### config.mk
export PLATFORM = sky130hd
export DESIGN_NAME = adc_frame_parser_crc16
export DESIGN_NICKNAME = d
export VERILOG_FILES = /design/src/rtl/afp_pkg.sv /design/src/rtl/adc_frame_parser_crc16.sv
export VERILOG_INCLUDE_DIRS = /design/src /design/src/rtl
export SDC_FILE = /design/constraint.sdc
export NUM_CORES = 1
export LEC_CHECK = 0
export ABC_AREA = 1
export BUFFER_PORTS_ARGS = -buffer_cell sky130_fd_sc_hd__buf_2
export CAP_MARGIN = 40
export CORE_AREA = 2 2 182 184
export DETAILED_ROUTE_END_ITERATION = 10
export DIE_AREA = 0 0 184 186
export GPL_ROUTABILITY_DRIVEN = 0
export GPL_TIMING_DRIVEN = 0
export HOLD_SLACK_MARGIN = 0.05
export SYNTH_ARGS = -nofsm -noshare
export SYNTH_HDL_FRONTEND = slang
export SYNTH_SLANG_ARGS = --single-unit
export TNS_END_PERCENT = 50
### constraint.sdc
create_clock -name clock -period 24.2 [get_ports clock]
set_input_delay 1.21 -clock clock [delete_from_list [all_inputs] [get_ports clock]]
set_output_delay 1.21 -clock clock [all_outputs]
set_load 0.01 [all_outputs]
### src/rtl/adc_frame_parser_crc16_assert.svh
// Assertion macros shared by the frame parser RTL.
`ifndef ADC_FRAME_PARSER_CRC16_ASSERT_SVH
`define ADC_FRAME_PARSER_CRC16_ASSERT_SVH

// Same-cycle implication, checked on every rising clock edge outside reset.
`define AFP_ASSERT_NOW(lbl, ante, cons, msg) \
   lbl: assert property (@(posedge clock) disable iff (reset) (ante) |-> (cons)) \
      else $error(msg);

// Next-cycle implication, checked on every rising clock edge outside reset.
`define AFP_ASSERT_NEXT(lbl, ante, cons, msg) \
   lbl: assert property (@(posedge clock) disable iff (reset) (ante) |=> (cons)) \
      else $error(msg);

`endif

### src/rtl/afp_pkg.sv
// Constants, types and CRC helpers for the ADC frame parser.
`timescale 1ns / 1ps
`default_nettype none

package afp_pkg;

   localparam int unsigned POS_WIDTH = 5;

   localparam logic [15:0] CRC_INIT   = 16'hFFFF;
   localparam logic [15:0] CRC_POLY   = 16'h1021;
   localparam logic [15:0] CRC_TOPBIT = 16'h8000;

   // Byte positions inside the 18-byte frame.
   localparam logic [POS_WIDTH-1:0] POS_FIRST     = 5'd0;
   localparam logic [POS_WIDTH-1:0] POS_STATUS_LO = 5'd1;
   localparam logic [POS_WIDTH-1:0] POS_CRC_BYTES = 5'd15;
   localparam logic [POS_WIDTH-1:0] POS_CRC_HI    = 5'd15;
   localparam logic [POS_WIDTH-1:0] POS_CRC_LO    = 5'd16;
   localparam logic [POS_WIDTH-1:0] POS_LAST      = 5'd17;

   typedef logic [POS_WIDTH-1:0] pos_type;
   typedef logic [23:0]          sample_type;

   // One byte of CRC-16/CCITT-FALSE, MSB first, unrolled over eight bits.
   function automatic logic [15:0] crc_byte(input logic [15:0] crc, input logic [7:0] b);
      logic [15:0] c;
      c = crc ^ {b, 8'h00};
      for (int i = 0; i < 8; i++) begin
         if ((c & CRC_TOPBIT) != 16'h0000) begin
            c = {c[14:0], 1'b0} ^ CRC_POLY;
         end else begin
            c = {c[14:0], 1'b0};
         end
      end
      return c;
   endfunction

   // Channel slot for sample bytes at positions 3 to 14, three bytes each.
   function automatic logic [1:0] chan_index(input pos_type pos);
      logic [1:0] ch;
      case (pos) inside
         [5'd3:5'd5]:   ch = 2'd0;
         [5'd6:5'd8]:   ch = 2'd1;
         [5'd9:5'd11]:  ch = 2'd2;
         [5'd12:5'd14]: ch = 2'd3;
         default:       ch = 2'd0;
      endcase
      return ch;
   endfunction

endpackage

`default_nettype wire

### src/rtl/adc_frame_parser_crc16.sv
// Top level of the ADC frame parser with CRC-16 frame check.
// Flow: a byte is taken into the input register and processed from there when it
// advances; byte 17 then loads the result register and is shown on rsp_valid.
// Throughput: one byte per cycle with a byte-wide CRC update, while no result waits untaken.
// Reset: synchronous and active high; clears the byte count, sets the CRC to all
// ones, clears the held fields and empties the input and result registers.
`timescale 1ns / 1ps
`default_nettype none

module adc_frame_parser_crc16 (
   input  wire logic               clock,
   input  wire logic               reset,
   input  wire logic               req_valid,
   output logic                    req_ready,
   input  wire logic [7:0]         req_data_byte,
   input  wire logic               req_frame_start,
   output logic                    rsp_valid,
   input  wire logic               rsp_ready,
   output logic [15:0]             rsp_status_word,
   output logic signed [23:0]      rsp_channel_zero,
   output logic signed [23:0]      rsp_channel_one,
   output logic signed [23:0]      rsp_channel_two,
   output logic signed [23:0]      rsp_channel_three,
   output logic                    rsp_crc_match
);

   // Input register.
   logic       in_valid_ff, in_valid_in;
   logic [7:0] in_data_ff;
   logic       in_start_ff;

   // Frame state.
   afp_pkg::pos_type    pos_ff, pos_in;
   logic [15:0]         crc_ff, crc_in;
   logic [15:0]         status_ff, status_in;
   afp_pkg::sample_type sample_ff [4];
   afp_pkg::sample_type sample_in [4];
   logic [15:0]         rx_crc_ff, rx_crc_in;

   // Result register.
   logic                out_valid_ff, out_valid_in;
   logic [15:0]         out_status_ff;
   logic signed [23:0]  out_ch0_ff, out_ch1_ff, out_ch2_ff, out_ch3_ff;
   logic                out_match_ff;

   logic             advance;
   logic             is_last;
   afp_pkg::pos_type pos_cur;
   logic [1:0]       ch;

   // The held byte moves on when the result register is free or being drained.
   assign advance   = in_valid_ff && (!out_valid_ff || rsp_ready);
   assign req_ready = !in_valid_ff || advance;

   always_comb begin
      if (req_valid && req_ready) begin
         in_valid_in = 1'b1;
      end else if (advance) begin
         in_valid_in = 1'b0;
      end else begin
         in_valid_in = in_valid_ff;
      end
   end

   // Effective position: frame start or an out-of-range count restarts at byte 0.
   always_comb begin
      if (in_start_ff || (pos_ff > afp_pkg::POS_LAST)) begin
         pos_cur = afp_pkg::POS_FIRST;
      end else begin
         pos_cur = pos_ff;
      end
   end

   assign is_last = (pos_cur == afp_pkg::POS_LAST);
   assign ch      = afp_pkg::chan_index(pos_cur);

   // Next frame state for the held byte.
   always_comb begin
      logic [15:0] crc_base;
      crc_base  = (pos_cur == afp_pkg::POS_FIRST) ? afp_pkg::CRC_INIT : crc_ff;
      crc_in    = crc_base;
      status_in = status_ff;
      rx_crc_in = rx_crc_ff;
      for (int i = 0; i < 4; i++) begin
         sample_in[i] = sample_ff[i];
      end
      if (pos_cur < afp_pkg::POS_CRC_BYTES) begin
         crc_in = afp_pkg::crc_byte(crc_base, in_data_ff);
      end
      if (pos_cur <= afp_pkg::POS_STATUS_LO) begin
         status_in = {status_ff[7:0], in_data_ff};
      end else if (pos_cur >= 5'd3 && pos_cur < afp_pkg::POS_CRC_BYTES) begin
         sample_in[ch] = {sample_ff[ch][15:0], in_data_ff};
      end else if (pos_cur == afp_pkg::POS_CRC_HI || pos_cur == afp_pkg::POS_CRC_LO) begin
         rx_crc_in = {rx_crc_ff[7:0], in_data_ff};
      end
      pos_in = is_last ? afp_pkg::POS_FIRST : pos_cur + 5'd1;
   end

   // Result valid: set by the last byte of a frame, cleared when taken.
   always_comb begin
      if (advance && is_last) begin
         out_valid_in = 1'b1;
      end else if (rsp_ready) begin
         out_valid_in = 1'b0;
      end else begin
         out_valid_in = out_valid_ff;
      end
   end

   // Control and frame state registers.
   always_ff @(posedge clock) begin
      if (reset) begin
         in_valid_ff  <= 1'b0;
         out_valid_ff <= 1'b0;
         pos_ff       <= afp_pkg::POS_FIRST;
         crc_ff       <= afp_pkg::CRC_INIT;
         status_ff    <= '0;
         rx_crc_ff    <= '0;
         for (int i = 0; i < 4; i++) begin
            sample_ff[i] <= '0;
         end
      end else begin
         in_valid_ff  <= in_valid_in;
         out_valid_ff <= out_valid_in;
         if (advance) begin
            pos_ff    <= pos_in;
            crc_ff    <= crc_in;
            status_ff <= status_in;
            rx_crc_ff <= rx_crc_in;
            for (int i = 0; i < 4; i++) begin
               sample_ff[i] <= sample_in[i];
            end
         end
      end
   end

   // Input payload register.
   always_ff @(posedge clock) begin
      if (req_valid && req_ready) begin
         in_data_ff  <= req_data_byte;
         in_start_ff <= req_frame_start;
      end
   end

   // Result payload register, loaded by the last byte of a frame.
   always_ff @(posedge clock) begin
      if (advance && is_last) begin
         out_status_ff <= status_ff;
         out_ch0_ff    <= sample_ff[0];
         out_ch1_ff    <= sample_ff[1];
         out_ch2_ff    <= sample_ff[2];
         out_ch3_ff    <= sample_ff[3];
         out_match_ff  <= (crc_ff == rx_crc_ff);
      end
   end

   assign rsp_valid         = out_valid_ff;
   assign rsp_status_word   = out_status_ff;
   assign rsp_channel_zero  = out_ch0_ff;
   assign rsp_channel_one   = out_ch1_ff;
   assign rsp_channel_two   = out_ch2_ff;
   assign rsp_channel_three = out_ch3_ff;
   assign rsp_crc_match     = out_match_ff;

   // Checks on the byte count, the input register and the stall logic.
`include "adc_frame_parser_crc16_assert.svh"

   `AFP_ASSERT_NOW(a_pos_range, 1'b1, pos_ff <= afp_pkg::POS_LAST, "byte count out of range")

   `AFP_ASSERT_NEXT(a_wrap_after_last, advance && is_last, pos_ff == afp_pkg::POS_FIRST,
      "byte count did not wrap after the last byte")

   `AFP_ASSERT_NEXT(a_hold_when_stalled, in_valid_ff && !advance,
      in_valid_ff && $stable(in_data_ff) && $stable(in_start_ff),
      "stalled item lost from the input register")

   `AFP_ASSERT_NOW(a_ready_when_empty, !in_valid_ff, req_ready,
      "input refused while the input register is empty")

   `AFP_ASSERT_NEXT(a_result_held, out_valid_ff && !rsp_ready,
      out_valid_ff && $stable(out_status_ff) && $stable(out_match_ff),
      "pending result overwritten")

endmodule

`default_nettype wire

==> Word-level counts from Yosys, hierarchy flattened <==
Memory sizes are Yosys's and may differ from the RTL's.
Cells that the tools add are included.
{ "totals": {"memories": 1, "register_bits": 177, "elab_cells": 110, "ramBits": 96, "out_inout_bits": 115, "input_bits": 13} }
{ "memory_table": {"columns": ["memory", "words", "width", "rd", "rd_ports_with_merged_regs", "wr", "line_no", "text"], "rows": [
  ["sample_ff", 4, 24, 5, 0, 4, "adc_frame_parser_crc16.sv:36", "afp_pkg::sample_type sample_ff [4];"]
]} }
{ "classes": {"n_lt_le_gt_ge": 13, "bitwise_logic": 16, "add_sub_neg": 1, "n_eq_ne": 4, "mux": 41, "reduce_logical": 20} }
{ "op_table": {"columns": ["cell", "n"], "rows": [
  ["2-to-1 mux 96 bit", 2],
  ["2-to-1 mux 16 bit", 9],
  ["2-to-1 mux 24 bit", 5],
  ["2-to-1 mux 13 bit", 8],
  ["bitwise mux 96 bit", 1],
  ["demux 24 bit (select 2 bit)", 1],
  ["NOT 3 bit", 8],
  ["equality test 16 bit", 1],
  ["XOR 16 bit", 1],
  ["less-or-equal comparator 5 x 4 -> 1 bit, second input constant", 3],
  ["equality test 5 bit, second input constant", 2],
  [">= comparator 5 x 4 -> 1 bit, second input constant", 2],
  ["2-to-1 mux 5 bit", 2],
  ["logical AND 1 bit", 9],
  ["2-to-1 mux 1 bit", 9],
  ["2-to-1 mux 2 bit", 4],
  ["adder 5 x 1 -> 5 bit, second input constant", 1],
  ["equality test 5 x 4 -> 1 bit, second input constant", 1],
  [">= comparator 5 x 2 -> 1 bit, second input constant", 1],
  [">= comparator 5 x 3 -> 1 bit, second input constant", 1],
  ["greater-than comparator 5 bit, second input constant", 1],
  ["less-or-equal comparator 5 x 1 -> 1 bit, second input constant", 1],
  ["less-or-equal comparator 5 x 3 -> 1 bit, second input constant", 1],
  ["logical NOT 5 bit", 1],
  ["other kinds (11)", 20]
]} }

==> Longest topological paths before layout <==
{ "logic_depth": {"ltp_word": 30, "mapped_depth": 18, "depth_no_buf": 18} }

==> Worst setup path after synthesis <==
No wires, ideal clock.
{ "synth_timing": {"path_type": "input port to flip-flop", "start": "in rsp_ready", "end": "mem sample_ff[0][0] in the netlist's numbering, enable pin", "slack_ns": 14.960, "t_required_ns": 23.517, "arrival_time_ns": 8.557, "setup_ns": 0.683, "stages": 7, "n_path_buf": 1, "cell_sequence": "inv_1 -> nand2_1 -> nand2_1 -> inv_1 -> clkbuf_1 -> nand2_1 -> o21ai_0"} }
{ "synth_rtl": {"columns": ["item", "line_no", "text"], "rows": [
  ["start, declared", "adc_frame_parser_crc16.sv:18", "input wire logic rsp_ready,"],
  ["end, declared", "adc_frame_parser_crc16.sv:36", null]
]} }

==> metrics.md <==
| Metric | Value |
|---|---|
| Biggest cell delay along the critical path | `660 ps` |
| Clk root buf | `clkbuf_16` |
| CTS H-tree lvls | `1` |
| Pre-antenna DRT Iters | `5` |
| Placed Cells | `1577` |
| Placement Cell Area | `12600 um2` |
| Via count | `8028` |
| Detail Route Antenna Nets | `0` |
| Syn Inst Count | `1033` |
| Clock Path Buffers | `3` |
| Clk pin slew, worst setup/hold paths | `60 ps` |
| Final wirelength | `27200 um` |
| Die area | `34200 um2` |
| Pre-CTS WS | `20430 ps` |
| Library cells used by synthesis | `31` |
| CTS resizes | `0` |
| Layout net count | `1216` |
| First-pass GRT wire length | `41700 um` |
| Initial antenna violation count | `0` |
| Kind of end point of the critical path | `flop` |
| Hold_ws | `433 ps` |
| Seq cells post-synth | `273` |
| WS Path Type | `in2reg` |
| Setup slack after layout | `21030 ps` |
| PortBufs | `127` |
| Hold crit path type | `reg2reg` |
| Starting Density | `34.7%` |
| Vias per Instance | `4.93` |
| Fin. Hold Viols | `0` |
| Crit-path slowest cell | `o21ai_4` |
| Area delta synth->final | `20.4%` |
| Top cell by count, worst path | `nand2_1` |
| Register area share after synthesis | `68.4%` |
| Ports | `128` |
| Grt ovf | `0` |
| Design area | `13500 um2` |
| Worst-path fanout max | `23` |
| Final core utilization | `41.8%` |
| Final setup TNS | `0 ps` |
| Share of cells above drive strength 1 | `18.4%` |
| Total of max-cap violations | `0` |
| Vias in the first global route | `7438` |
| Dpl hpwl | `18700 um` |
| Tcrit/Tclk final | `13.1%` |
| DIE WIDTH | `184 um` |
| Largest net degree at the start of global routing | `28` |
| Pwr Total | `1.00 mW` |
| Die height | `186 um` |
| Hold-fix buffer count after cts | `0` |
| Floorplan row count | `66` |
| Status | `finished clean` |
| First DRT Iteration DRCs | `699` |
| Mean Syn Cell Area | `10.8 um2` |
| Hold Startpoint | `status_ff[11]` |
| Clock Skew | `11.4 ps` |
| Worst Setup SP | `rsp_ready` |
| CTS tree | `done` |
| # DRC | `0` |
| CP Data Arrival Time | `3400 ps` |
| RSZ-0062 raised after global routing | `no` |
| CP cell instances | `buf_2 -> inv_1 -> nand2_1 -> nand2_1 -> inv_1 -> clkbuf_1 -> nand2_1 -> o21ai_4 -> buf_16 -> buf_16` |
| Setup bufs post-CTS | `0` |
| Sink Count | `273` |
| Critical Path RT | `24430 ps` |
| Clk_lat worst skew | `540 ps` |
| Worst r2r src | `pos_ff[1]` |
| Number of flops mapped to enable cells by yosys | `218` |
| Relative slew slack | `47.3%` |
| Achievable frequency | `0.315 GHz` |
| Worst-margin pin slew | `790 ps` |
| Power Density | `74.4 nW/um2` |
| Critical path launch point type | `input port` |
| Final setup fails | `0` |
| Post-Syn Area | `11200 um2` |
| Syn Nets | `1049` |
| ANT cells | `0` |
| P_leak | `5.20 nW` |
| Final min period | `3170 ps` |
| Synthesis warning total | `0` |
| Max Transition Viols Final | `0` |
| CTS Buf Count | `29` |
| DR WL/cell | `16.7 um` |
| All-layer global routing usage | `15.6%` |
| CORE AREA | `32200 um2` |
| Async SR Flop Fraction | `0%` |
| Peak supply drop | `0.0000501 V` |
| Ys flop type | `edfxtp_1` |
| Non-Filler Instances | `1630` |
synth_stat cells (2+ instances only):
cell | count | area [um2]
nor2_1 | 64 | 240
nand3_1 | 76 | 380
inv_1 | 71 | 267
edfxtp_1 | 218 | 6550
a21oi_1 | 127 | 636
buf_2 | 13 | 65.1
nand2_2 | 5 | 31.3
nand2_1 | 216 | 811
o21ai_1 | 7 | 35.0
nand3_2 | 4 | 40.0
dfxtp_1 | 55 | 1100
o211ai_1 | 2 | 15.0
buf_1 | 3 | 11.3
o21ai_0 | 68 | 340
nor4_1 | 3 | 18.8
nand3b_1 | 2 | 15.0
nand2_4 | 2 | 22.5
buf_6 | 2 | 22.5
nand4_1 | 20 | 125
clkbuf_1 | 32 | 120
inv_2 | 10 | 37.5
xnor2_1 | 8 | 70.1
or2_2 | 5 | 31.3
xor2_1 | 11 | 96.3
ha_1 | 3 | 37.5
cell families after synthesis:
| kind of cell | synth area share [%] |
|---|---|
| AO/OA/AOI/OAI | 9.37 |
| buffers and inverters | 4.80 |
| XOR/XNOR | 1.49 |
| adder cells (fa/ha/maj) | 0.336 |
| AND/OR/NAND/NOR | 15.6 |
| flip-flops | 68.4 |
placed cells by master, fill, tap and decap left out, types with 29 or more instances in the layout:
master,count
a21oi_1,127
buf_2,140
clkbuf_1,36
clkbuf_16,29
dfxtp_1,55
edfxtp_1,218
inv_1,71
nand2_1,216
nand3_1,76
nor2_1,63
o21ai_0,67
final cells by class:
| cell class | count | area, um2 |
|---|---|---|
| fill | 3107 | 18700 |
| tap | 408 | 510 |
| inverter | 82 | 310 |
| sequential | 273 | 7650 |
| clock inverter | 20 | 170 |
| multi-input combinational | 627 | 3020 |
| buffer | 51 | 226 |
| timing repair buffer | 136 | 845 |
| clock buffer | 33 | 741 |
worst max-delay path, delay by kind of cell:
kind / cells / cell delay [ps]
AOI/OAI and AO/OA: 1 / 660
and+or+nand+nor: 3 / 440
buffers and inverters: 6 / 1070
final timing paths:
| kind | depth (start not counted) | endpoint | slack, ps |
|---|---|---|---|
| worst max register to register | 14 | sample_ff[0][19] | 21340 |
| worst max-delay path | 10 | sample_ff[0][19] | 21030 |
| worst min register to register | 0 | rsp_status_word[11] | 430 |
| worst min-delay path | 0 | rsp_status_word[11] | 430 |
routing by layer:
layer  up-vias  part of all wire [%]  global-route usage, %
li1       3913                     -                      -
met1      3816                    45                   21.9
met2       263                    47                   25.5
met3        36                   6.9                   2.47
met4         0                   1.5                   3.39
met5         -                     0                      0
where the power goes:
group	leakage, nW	internal [mW]	switching, mW
Combinational	2.20	0.0138	0.0286
Clock	0.443	0.250	0.179
Sequential	2.56	0.519	0.0125
Total	5.20	0.783	0.220
registers in the layout (all words and copies together), names as in the netlist, 16 cells and up:
register,cells
status_ff,16
rsp_channel_two,24
rx_crc_ff,16
rsp_channel_three,24
rsp_channel_zero,24
crc_ff,16
sample_ff,96
rsp_status_word,16
rsp_channel_one,24
Power figures use the tool's default switching activity.
